<file path="src/rtl/pdcs_pkg.sv">
package pdcs_pkg;

    localparam int CMD_BYTE_W  = 8;
    localparam int APB_ADDR_W  = 5;
    localparam int APB_DATA_W  = 32;
    localparam int QUEUE_DEPTH = 2;
    localparam int QPTR_W      = 1;
    localparam int QCNT_W      = 2;

    localparam logic [15:0] UNIT_CYCLES_RST     = 16'd833;
    localparam logic [7:0]  START_UNITS_RST     = 8'd8;
    localparam logic [7:0]  ZERO_HIGH_UNITS_RST = 8'd1;
    localparam logic [7:0]  ONE_HIGH_UNITS_RST  = 8'd4;
    localparam logic [7:0]  LOW_UNITS_RST       = 8'd1;
    localparam logic        MARK_ENABLE_RST     = 1'b1;

    typedef struct packed {
        logic                  kind;
        logic [CMD_BYTE_W-1:0] command_byte;
    } item_t;

    typedef struct packed {
        logic line_level;
        logic bit_strobe;
        logic mark_level;
        logic busy_res;
        logic done_res;
        logic rejected;
    } result_t;

    typedef enum logic {
        CMD_TICK = 1'b0,
        CMD_SEND = 1'b1
    } cmd_kind_t;

    typedef struct packed {
        cmd_kind_t             kind;
        logic [CMD_BYTE_W-1:0] command_byte;
    } cmd_t;

    typedef struct packed {
        logic [15:0] unit_cycles;
        logic [7:0]  start_units;
        logic [7:0]  zero_high_units;
        logic [7:0]  one_high_units;
        logic [7:0]  low_units;
        logic        mark_enable;
    } cfg_t;

    typedef enum logic [3:0] {
        PH_IDLE  = 4'b0001,
        PH_START = 4'b0010,
        PH_HIGH  = 4'b0100,
        PH_LOW   = 4'b1000
    } phase_t;

    typedef enum logic [2:0] {
        REG_UNIT_CYCLES     = 3'd0,
        REG_START_UNITS     = 3'd1,
        REG_ZERO_HIGH_UNITS = 3'd2,
        REG_ONE_HIGH_UNITS  = 3'd3,
        REG_LOW_UNITS       = 3'd4,
        REG_MARK_ENABLE     = 3'd5
    } reg_index_t;

endpackage

</file>
<file path="src/rtl/pdcs_front.sv">
module pdcs_front (
    input  logic           clk,
    input  logic           rst_n,
    input  logic           item_valid,
    output logic           item_stall,
    input  pdcs_pkg::item_t item,
    output logic           cmd_valid,
    output pdcs_pkg::cmd_t cmd,
    input  logic           cmd_pop
);
    import pdcs_pkg::*;

    cmd_t              queue_mem [QUEUE_DEPTH];
    logic [QPTR_W-1:0] wr_ptr_reg;
    logic [QPTR_W-1:0] wr_ptr_next;
    logic [QPTR_W-1:0] rd_ptr_reg;
    logic [QPTR_W-1:0] rd_ptr_next;
    logic [QCNT_W-1:0] count_reg;
    logic [QCNT_W-1:0] count_next;
    cmd_t              cmd_in;
    logic              push;

    // classify the incoming beat
    always_comb
    begin
        cmd_in.kind         = item.kind ? CMD_SEND : CMD_TICK;
        cmd_in.command_byte = item.command_byte;
    end

    assign item_stall = (count_reg == QCNT_W'(QUEUE_DEPTH));
    assign push       = item_valid & ~item_stall;
    assign cmd_valid  = (count_reg != '0);
    assign cmd        = queue_mem[rd_ptr_reg];

    always_comb
    begin
        wr_ptr_next = wr_ptr_reg;
        rd_ptr_next = rd_ptr_reg;
        count_next  = count_reg;
        if (push)
        begin
            wr_ptr_next = wr_ptr_reg + QPTR_W'(1);
        end
        if (cmd_pop)
        begin
            rd_ptr_next = rd_ptr_reg + QPTR_W'(1);
        end
        if (push && !cmd_pop)
        begin
            count_next = count_reg + QCNT_W'(1);
        end
        else if (!push && cmd_pop)
        begin
            count_next = count_reg - QCNT_W'(1);
        end
    end

    always_ff @(posedge clk or negedge rst_n)
    begin
        if (!rst_n)
        begin
            wr_ptr_reg <= '0;
            rd_ptr_reg <= '0;
            count_reg  <= '0;
        end
        else
        begin
            wr_ptr_reg <= wr_ptr_next;
            rd_ptr_reg <= rd_ptr_next;
            count_reg  <= count_next;
        end
    end

    always_ff @(posedge clk)
    begin
        if (push)
        begin
            queue_mem[wr_ptr_reg] <= cmd_in;
        end
    end

endmodule

</file>
<file path="src/rtl/pdcs_back.sv">
module pdcs_back #(
    parameter int DATA_BITS = 8
) (
    input  logic              clk,
    input  logic              rst_n,
    input  pdcs_pkg::cfg_t    cfg,
    input  logic              cmd_valid,
    input  pdcs_pkg::cmd_t    cmd,
    output logic              cmd_pop,
    output logic              result_valid,
    input  logic              result_stall,
    output pdcs_pkg::result_t result
);
    import pdcs_pkg::*;

    localparam int BL_W = $clog2(DATA_BITS + 1);
    localparam logic [BL_W-1:0] BITS_FULL = BL_W'(DATA_BITS);

    phase_t                phase_reg;
    phase_t                phase_next;
    logic [DATA_BITS-1:0]  shift_reg;
    logic [DATA_BITS-1:0]  shift_next;
    logic [BL_W-1:0]       bits_left_reg;
    logic [BL_W-1:0]       bits_left_next;
    logic [BL_W-1:0]       bits_dec;
    logic [7:0]            unit_count_reg;
    logic [7:0]            unit_count_next;
    logic [15:0]           prescale_reg;
    logic [15:0]           prescale_next;
    logic                  result_valid_reg;
    logic                  result_valid_next;
    result_t               result_reg;
    result_t               result_next;
    logic [DATA_BITS-1:0]  load_word;
    logic [7:0]            seg_units;
    logic                  done;
    logic                  rej;
    logic                  busy;

    for (genvar i = 0; i < DATA_BITS; i++)
    begin : g_load
        if (i < CMD_BYTE_W)
        begin : g_bit
            assign load_word[i] = cmd.command_byte[i];
        end
        else
        begin : g_pad
            assign load_word[i] = 1'b0;
        end
    end

    assign cmd_pop = cmd_valid & (~result_valid_reg | ~result_stall);
    assign bits_dec = (bits_left_reg != '0) ? bits_left_reg - BL_W'(1) : '0;

    always_comb
    begin
        case (phase_reg)
            PH_START: seg_units = cfg.start_units;
            PH_HIGH:  seg_units = shift_reg[DATA_BITS-1] ? cfg.one_high_units
                                                         : cfg.zero_high_units;
            PH_LOW:   seg_units = cfg.low_units;
            default:  seg_units = 8'd1;
        endcase
    end

    always_comb
    begin
        phase_next      = phase_reg;
        shift_next      = shift_reg;
        bits_left_next  = bits_left_reg;
        unit_count_next = unit_count_reg;
        prescale_next   = prescale_reg;
        done            = 1'b0;
        rej             = 1'b0;
        if (cmd.kind == CMD_SEND)
        begin
            if (phase_reg != PH_IDLE)
            begin
                rej = 1'b1;
            end
            else
            begin
                shift_next      = load_word;
                bits_left_next  = BITS_FULL;
                unit_count_next = '0;
                prescale_next   = '0;
                phase_next      = PH_START;
            end
        end
        else if (phase_reg != PH_IDLE)
        begin
            if (({1'b0, prescale_reg} + 17'd1) < {1'b0, cfg.unit_cycles})
            begin
                prescale_next = prescale_reg + 16'd1;
            end
            else
            begin
                prescale_next = '0;
                if (({1'b0, unit_count_reg} + 9'd1) < {1'b0, seg_units})
                begin
                    unit_count_next = unit_count_reg + 8'd1;
                end
                else
                begin
                    unit_count_next = '0;
                    case (phase_reg)
                        PH_START:
                        begin
                            phase_next     = PH_HIGH;
                            bits_left_next = BITS_FULL;
                        end
                        PH_HIGH:
                        begin
                            phase_next = PH_LOW;
                        end
                        default:
                        begin
                            shift_next     = shift_reg << 1;
                            bits_left_next = bits_dec;
                            if (bits_dec == '0)
                            begin
                                phase_next = PH_IDLE;
                                done       = 1'b1;
                            end
                            else
                            begin
                                phase_next = PH_HIGH;
                            end
                        end
                    endcase
                end
            end
        end
    end

    always_comb
    begin
        busy                   = (phase_next != PH_IDLE);
        result_next.line_level = (phase_next inside {PH_IDLE, PH_HIGH});
        result_next.bit_strobe = (phase_next inside {PH_HIGH, PH_LOW});
        result_next.mark_level = busy & cfg.mark_enable;
        result_next.busy_res   = busy;
        result_next.done_res   = done;
        result_next.rejected   = rej;
    end

    assign result_valid_next = cmd_pop | (result_valid_reg & result_stall);

    always_ff @(posedge clk or negedge rst_n)
    begin
        if (!rst_n)
        begin
            phase_reg        <= PH_IDLE;
            shift_reg        <= '0;
            bits_left_reg    <= '0;
            unit_count_reg   <= '0;
            prescale_reg     <= '0;
            result_valid_reg <= 1'b0;
        end
        else
        begin
            result_valid_reg <= result_valid_next;
            if (cmd_pop)
            begin
                phase_reg      <= phase_next;
                shift_reg      <= shift_next;
                bits_left_reg  <= bits_left_next;
                unit_count_reg <= unit_count_next;
                prescale_reg   <= prescale_next;
            end
        end
    end

    always_ff @(posedge clk)
    begin
        if (cmd_pop)
        begin
            result_reg <= result_next;
        end
    end

    assign result_valid = result_valid_reg;
    assign result       = result_reg;

endmodule

</file>
<file path="src/rtl/pulse_distance_command_sender_unit.sv">
// Pulse-distance command sender.
// Item channel (item_valid / item_stall / item): each beat is either a time
// tick (kind 0) or a request to send command_byte (kind 1). A send request
// arms the frame; ticks then drive the start pulse and the DATA_BITS data
// bits, most significant first. A request while a frame runs is dropped and
// flagged in its result.
// Result channel (result_valid / result_stall / result): exactly one beat per
// item beat, in order, giving the line level, bit strobe, envelope mark,
// busy, done and rejected flags after that item.
// Throughput: one item per cycle while the receiver does not stall results. An
// accepted item is written into the two-beat command queue, then moves
// through the sequencer into the result register once that register is free.
// When the receiver stalls, the result register holds its beat, the queue
// fills, and item_stall rises once it holds two beats.
// Reset clears queue and sequencer (line idle high), loads timing registers
// with defaults; the APB port writes them only while idle (user rule, not enforced).
module pulse_distance_command_sender_unit #(
    parameter int DATA_BITS = 8
) (
    input  logic                                clk,
    input  logic                                rst_n,
    input  logic                                item_valid,
    output logic                                item_stall,
    input  pdcs_pkg::item_t                     item,
    output logic                                result_valid,
    input  logic                                result_stall,
    output pdcs_pkg::result_t                   result,
    input  logic                                psel,
    input  logic                                penable,
    input  logic                                pwrite,
    input  logic [pdcs_pkg::APB_ADDR_W-1:0]     paddr,
    input  logic [pdcs_pkg::APB_DATA_W-1:0]     pwdata,
    output logic [pdcs_pkg::APB_DATA_W-1:0]     prdata,
    output logic                                pready
);
    import pdcs_pkg::*;

    cfg_t           cfg_reg;
    cfg_t           cfg_next;
    reg_index_t     reg_index;
    logic           wr_en;
    logic           cmd_valid;
    logic           cmd_pop;
    cmd_t           cmd;

    assign pready    = 1'b1;
    assign wr_en     = psel & penable & pwrite & pready;
    assign reg_index = reg_index_t'(paddr[APB_ADDR_W-1:2]);

    always_comb
    begin
        cfg_next = cfg_reg;
        if (wr_en)
        begin
            case (reg_index)
                REG_UNIT_CYCLES:     cfg_next.unit_cycles     = pwdata[15:0];
                REG_START_UNITS:     cfg_next.start_units     = pwdata[7:0];
                REG_ZERO_HIGH_UNITS: cfg_next.zero_high_units = pwdata[7:0];
                REG_ONE_HIGH_UNITS:  cfg_next.one_high_units  = pwdata[7:0];
                REG_LOW_UNITS:       cfg_next.low_units       = pwdata[7:0];
                REG_MARK_ENABLE:     cfg_next.mark_enable     = pwdata[0];
                default:             cfg_next = cfg_reg;
            endcase
        end
    end

    always_comb
    begin
        case (reg_index)
            REG_UNIT_CYCLES:     prdata = APB_DATA_W'(cfg_reg.unit_cycles);
            REG_START_UNITS:     prdata = APB_DATA_W'(cfg_reg.start_units);
            REG_ZERO_HIGH_UNITS: prdata = APB_DATA_W'(cfg_reg.zero_high_units);
            REG_ONE_HIGH_UNITS:  prdata = APB_DATA_W'(cfg_reg.one_high_units);
            REG_LOW_UNITS:       prdata = APB_DATA_W'(cfg_reg.low_units);
            REG_MARK_ENABLE:     prdata = APB_DATA_W'(cfg_reg.mark_enable);
            default:             prdata = '0;
        endcase
    end

    always_ff @(posedge clk or negedge rst_n)
    begin
        if (!rst_n)
        begin
            cfg_reg.unit_cycles     <= UNIT_CYCLES_RST;
            cfg_reg.start_units     <= START_UNITS_RST;
            cfg_reg.zero_high_units <= ZERO_HIGH_UNITS_RST;
            cfg_reg.one_high_units  <= ONE_HIGH_UNITS_RST;
            cfg_reg.low_units       <= LOW_UNITS_RST;
            cfg_reg.mark_enable     <= MARK_ENABLE_RST;
        end
        else
        begin
            cfg_reg <= cfg_next;
        end
    end

    pdcs_front u_front (
        .clk        (clk),
        .rst_n      (rst_n),
        .item_valid (item_valid),
        .item_stall (item_stall),
        .item       (item),
        .cmd_valid  (cmd_valid),
        .cmd        (cmd),
        .cmd_pop    (cmd_pop)
    );

    pdcs_back #(
        .DATA_BITS (DATA_BITS)
    ) u_back (
        .clk          (clk),
        .rst_n        (rst_n),
        .cfg          (cfg_reg),
        .cmd_valid    (cmd_valid),
        .cmd          (cmd),
        .cmd_pop      (cmd_pop),
        .result_valid (result_valid),
        .result_stall (result_stall),
        .result       (result)
    );

endmodule

</file>
<file path="config.mk">
export PLATFORM = sky130hd
export DESIGN_NAME = pulse_distance_command_sender_unit
export DESIGN_NICKNAME = d
export VERILOG_FILES = /design/src/rtl/pdcs_pkg.sv /design/src/rtl/pdcs_front.sv /design/src/rtl/pdcs_back.sv /design/src/rtl/pulse_distance_command_sender_unit.sv
export SDC_FILE = /design/constraint.sdc
export NUM_CORES = 1
export LEC_CHECK = 0
export BUFFER_PORTS_ARGS = -buffer_cell sky130_fd_sc_hd__buf_2
export CAP_MARGIN = 20
export CORE_MARGIN = 1.5
export CORE_UTILIZATION = 60
export CTS_CLUSTER_DIAMETER = 120
export DETAILED_ROUTE_END_ITERATION = 10
export PLACE_DENSITY = 0.83
export SYNTH_ARGS = -nofsm -noshare
export SYNTH_HDL_FRONTEND = slang
export SYNTH_SLANG_ARGS = --single-unit
export TNS_END_PERCENT = 20
</file>
<file path="constraint.sdc">
create_clock -name clk -period 6.6 [get_ports clk]
set_input_delay 0.33 -clock clk [delete_from_list [all_inputs] [get_ports clk]]
set_output_delay 0.33 -clock clk [all_outputs]
set_load 0.02 [all_outputs]
</file>
# Word-level counts from Yosys, hierarchy flattened
# Memory sizes are Yosys's and may differ from the RTL's.
# Cells that the tools add are included.
# word_totals
mem_bits_rw	18
regBits	100
mem_count	1
inputBits	53
elab_cells	127
# classes
eq_ne	19
n_reduce_logical	24
magnitude_cmp	2
n_bitwise	12
n_addsub	9
n_mux	39
# mem_list
memory	depth	word_bits	rd	rd_ports_with_merged_regs	write_ports	line_no	rtl
u_front.queue_mem	2	9	1	0	1	pdcs_front.sv:13	cmd_t queue_mem [QUEUE_DEPTH];
# op_table
operator	n
2-to-1 mux 8 bit	12
case mux 16 bit (6 select lines)	1
2-to-1 mux 16 bit	4
2-to-1 mux 4 bit	11
case mux 8 bit (3 select lines)	1
adder 16 x 1 -> 17 bit, second input constant	1
less-than comparator 17 x 16 -> 1 bit	1
adder 16 x 1 -> 16 bit, second input constant	1
case mux 4 bit (2 select lines)	2
AND reduction 2 bit	6
AND reduction 6 bit	2
nonzero test 2 bit	5
adder 8 x 1 -> 9 bit, second input constant	1
less-than comparator 9 x 8 -> 1 bit	1
adder 8 x 1 -> 8 bit, second input constant	1
== test 4 x 3 -> 1 bit, second input constant	2
== test 4 bit, second input constant	2
inequality test 2 bit, second input constant	4
inequality test 4 x 1 -> 1 bit, second input constant	2
AND 1 bit	6
== test 3 x 2 -> 1 bit, second input constant	2
== test 3 bit, second input constant	2
OR reduction 6 bit	1
2-to-1 mux 1 bit	5
21 further kinds	29

# Depth between registers and ports, before layout
# depth
depth_word	11
mapped_depth	16
mapped_depth_nobuf	13

# By module
# A second synthesis with hierarchy kept.
# hier_totals
cells_unflattened	617
area_unflattened_um2	6862.8
# modules_own_cells
module	area_per_inst_um2	n_inst	cells_per_inst
pdcs_back	3452.1	1	379
pulse_distance_command_sender_unit	2516.2	1	191
pdcs_front	894.6	1	47

# Worst setup path after synthesis
# No wires, ideal clock.
# synth_timing
path_kind	register to register
startpoint	reg u_back.prescale_reg[0]
endpoint	reg u_back.shift_reg[1]
n_path_buf	2
stages_incl_launch_ff	15
arrival_time_ns	3.415
period_less_slack_ns	3.540
path_slack_ns	3.060
setup_time_ns	0.125
t_required_ns	6.475
cell_sequence	dfrtp_1 -> ha_1 -> and3_1 -> buf_2 -> and3_1 -> buf_2 -> and3_1 -> xor2_1 -> ha_1 -> nand3_1 -> a211o_1 -> o211ai_2 -> nand3_4 -> a211oi_4 -> mux2_2
# synth_via
elab_chain_cells	4
# synth_rtl
item	line_no	rtl
start, declared	pdcs_back.sv:28	logic [15:0] prescale_reg;
start signal, assigned	pdcs_back.sv:169	prescale_reg <= prescale_next;
adder 16 x 1 -> 17 bit	pdcs_back.sv:92	if (({1'b0, prescale_reg} + 17'd1) < {1'b0, cfg.unit_cycles})
less-than comparator 17 x 16 -> 1 bit	pdcs_back.sv:92	
inequality test 2 bit (no source line)	-	
AND reduction 6 bit (no source line)	-	
end signal, assigned	pdcs_back.sv:166	shift_reg <= shift_next;
end, declared	pdcs_back.sv:21	logic [DATA_BITS-1:0] shift_reg;
# Every way passes these cells.
# A chain may end at the register's enable or synchronous reset.

# Worst setup path after layout
# layout_timing
startpoint	reg u_back.phase_reg[1]
endpoint	reg u_back.shift_reg[3]
# layout_via
elab_chain_cells	5
# layout_rtl
item	line_no	rtl
start, declared	pdcs_back.sv:19	phase_t phase_reg;
start signal, assigned	pdcs_back.sv:165	phase_reg <= phase_next;
== test 4 bit, or another cell as far along	pdcs_back.sv:57	case (phase_reg)
case mux 8 bit (3 select lines)	pdcs_back.sv:57	
less-than comparator 9 x 8 -> 1 bit	pdcs_back.sv:99	if (({1'b0, unit_count_reg} + 9'd1) < {1'b0, seg_units})
inequality test 2 bit (no source line)	-	
AND reduction 6 bit (no source line) *	-	
# Every way passes the cells marked *; elsewhere a longest branch is shown, timed or not.

==> run metrics <==
outcome=complete, no violations; H-tree levels=4; IO Count=between 90 and 100; CP top delay family=simple AND/OR/NAND/NOR gates; Initial DRC Count=between 400 and 500; Critical R2R Launch=u_back.phase_reg[1]; TritonCTS clock tree=built; post-synthesis sequential area ratio=a little under half; maxcap violations=0; Die Ht=around 110 µm; Layout area overhead=15.99%; top cells by area, synth=dfrtp_1 (32%), edfxtp_1 (11%), mux2_2 (7.8%); GP Congestion=between 0.8 and 0.9; clock latency at the later pin of the worst-skew pair=around 0.54 ns; Critical Path Source Type=flip-flop; maximum VDD drop=0.0002695 V; syn avg cell area=roughly 11 µm²; hold path cells=3; Slew @ Worst Pin=0.9880 ns; number of remaining DRC errors=0; reg-to-reg slack, setup=~2.4 ns; die width=107.4 µm; pwr/cell area=317.6 mW/mm²; # setup viols final=0; Initial Util=62.46%; Avg WL per Cell=between 15 and 20 µm; FF+latch count, synth=about 120; Final TNS setup=0 ns; CP bufs+invs=0; first-pass GRT wire length=approximately 26,000 µm; Crit path required time=7.02 ns; worst-path cell with the longest stage delay=nor2b_1; ys flop type=dfrtp_1; largest net degree at the start of global routing=79; RSZ-0062 raised after global routing=no; Final ANT Viol Nets=0; Worst Hold End=cfg_reg[41]; cells after synthesis=around 600; final hold vios=0; DR vias=a little over 5k; top-area cell type share of the netlist area=32.17%; Peak Freq=around 240 MHz; Worst R2R End=u_back.shift_reg[3]; Worst Hold Class=primary input to flip-flop; Critical Path AT=approximately 4.6 ns; skew final=a little under 0.006 ns; Tcrit/Tclk final=63.38%; fin crit period=around 4.2 ns; postcts setup bufs=0; I/O Buffers=58; CP cell instances=nor2b_1 > a22oi_1 > o22a_1 > ha_1 > nand4_1 > a2111oi_2 > or4_1 > nand3_4 > a211oi_4 > mux2_2; DPL Wire Length=slightly below 10,000 µm; vias in the first global route=5,204; critical path class=flip-flop to flip-flop; area leader, netlist=dfrtp_1; crit-path max FO=10; initial antenna violation count=0; CP endpoint kind=flip-flop; GR Overflow Total=0; aggregate global-route resource usage=just under 30%; count of cell types in the netlist=between 50 and 60; final WL=about 16,000 µm; crit path from=u_back.phase_reg[1]; Worst R2R Path Depth=10; max reg flops=49; FP Rows=37; fillers=723; YS warnings=0; Max-Slew Margin vs Limit=34.13%; Slew Limit Fails=0; Longest Clk Path Bufs=2; Post-synth EDFFs=24; number of buffers created by CTS=17; ys async rst share=about 80%; die footprint=0.01153 mm²; largest stage delay on the critical path=0.81 ns; leakage=3.466 nW; drt first pass iters=5; fraction of layout cells with a size suffix above 1=between 20 and 25%; core area=0.01046 mm²; clk sink count=118; Design Power=2.407 mW; mapped cell area=between 0.006 and 0.007 mm²; clk slew on worst S/H paths=roughly 0.060 ns; hold path start=pwdata[8]; root buf cell=clkbuf_8; antenna diode count=0; final net count=approximately 760; Vias/cell=6.093
-- logic make-up (layout without fill, tap and decap cells) --
| kind of cell | count (synthesis) | in the layout | share of synthesized area (%) |
|---|---|---|---|
| AND/OR/NAND/NOR | 162 | 162 | 12.22 |
| AO/OA/AOI/OAI | 126 | 126 | 13.12 |
| flip-flops | 118 | 118 | 47.21 |
| buffers and inverters | 78 | 143 | 5.763 |
| multiplexers | 70 | 70 | 12.92 |
| adder cells (fa/ha/maj) | 27 | 27 | 5.169 |
| XOR/XNOR | 26 | 26 | 3.484 |
| other | 2 | 17 | 0.1149 |
-- through the flow --
stage	setup slack [ns]	std cells	util, %	hold slack [ns]	instance area [µm²]
5_1_grt	2.080	825	72.45	0.03619	7580
3_5_place_dp	2.526	775	65.25	0.2111	6827
6_report	2.417	825	72.45	0.03716	7580
3_3_place_gp	2.610	775	65.25	0.2083	6827
4_1_cts	2.441	825	72.45	0.003393	7580
2_1_floorplan	3.060	624	-	0.03441	6591
-- layout make-up --
class | count | area [µm²] | area share (%)
Clock buffer | 17 | 414.1 | 5.464
Clock inverter | 15 | 158.9 | 2.096
Inverter | 32 | 120.1 | 1.585
Multi-Input combinational cell | 428 | 3136 | 41.37
Sequential cell | 118 | 3085 | 40.71
Tap cell | 136 | 170.2 | 2.245
Timing Repair Buffer | 79 | 495.5 | 6.537
-- repair_timing --
item	CTS	global route
hold buffers	18	0
setup endpoints to repair	0	0
endpoints found under the hold margin	42	0
resized for setup	0	0
-- layout by cell type (no fill, tap or decap), types with 16 or more instances in the layout --
| cell type | Yosys | routed |
|---|---|---|
| nor2_1 | 27 | 27 |
| nand2_1 | 56 | 56 |
| conb_1 | 2 | 17 |
| clkbuf_16 | 0 | 16 |
| mux2i_1 | 18 | 18 |
| o21ai_0 | 50 | 50 |
| dfrtp_1 | 84 | 84 |
| xnor2_1 | 16 | 16 |
| buf_2 | 7 | 57 |
| ha_1 | 27 | 27 |
| mux2_2 | 45 | 45 |
| inv_1 | 32 | 32 |
| edfxtp_1 | 24 | 24 |
| dlygate4sd3_1 | 0 | 18 |
-- routing by layer --
| metal | GRT usage (%) | vias to the layer above | share of wire (%) |
|---|---|---|---|
| met5 | 0 | - | 0 |
| met4 | 13.35 | 0 | 2.8 |
| met3 | 7.264 | 38 | 4.6 |
| met2 | 50.77 | 183 | 52 |
| met1 | 34.49 | 2514 | 41 |
| li1 | - | 2292 | - |
-- tightest hold or removal path: cells and delay by family --
| family | cells | cell delay, ns |
|---|---|---|
| and+or+nand+nor | 1 | 0.05 |
| buffers and inverters | 1 | 0.08 |
| AOI/OAI and AO/OA | 1 | 0.08 |
-- worst max path at each step --
stage,endpoint,slack (ns),cells past startpoint
2_1_floorplan,u_back.shift_reg[1],3.06,14
3_3_place_gp,u_back.shift_reg[6],2.61,10
3_5_place_dp,u_back.shift_reg[5],2.53,10
4_1_cts,u_back.unit_count_reg[2],2.44,13
5_1_grt,u_back.unit_count_reg[2],2.08,13
6_report,u_back.shift_reg[3],2.42,10
-- report_power, final --
group	internal (mW)	switching, mW
combinational	0.200	0.320
clock	0.518	0.386
sequential	0.885	0.0990
-- synthesized netlist by cell type, types with 12 or more instances --
cell	n
nand3_1	15
buf_4	18
inv_1	32
nand2_1	56
a21oi_1	15
o21ai_0	50
ha_1	27
clkbuf_1	20
nor2_1	27
edfxtp_1	24
mux2_2	45
and3_1	12
a22o_1	15
mux2i_1	18
dfrtp_1	84
xnor2_1	16
No activity file was read; power rests on OpenSTA's default activity.
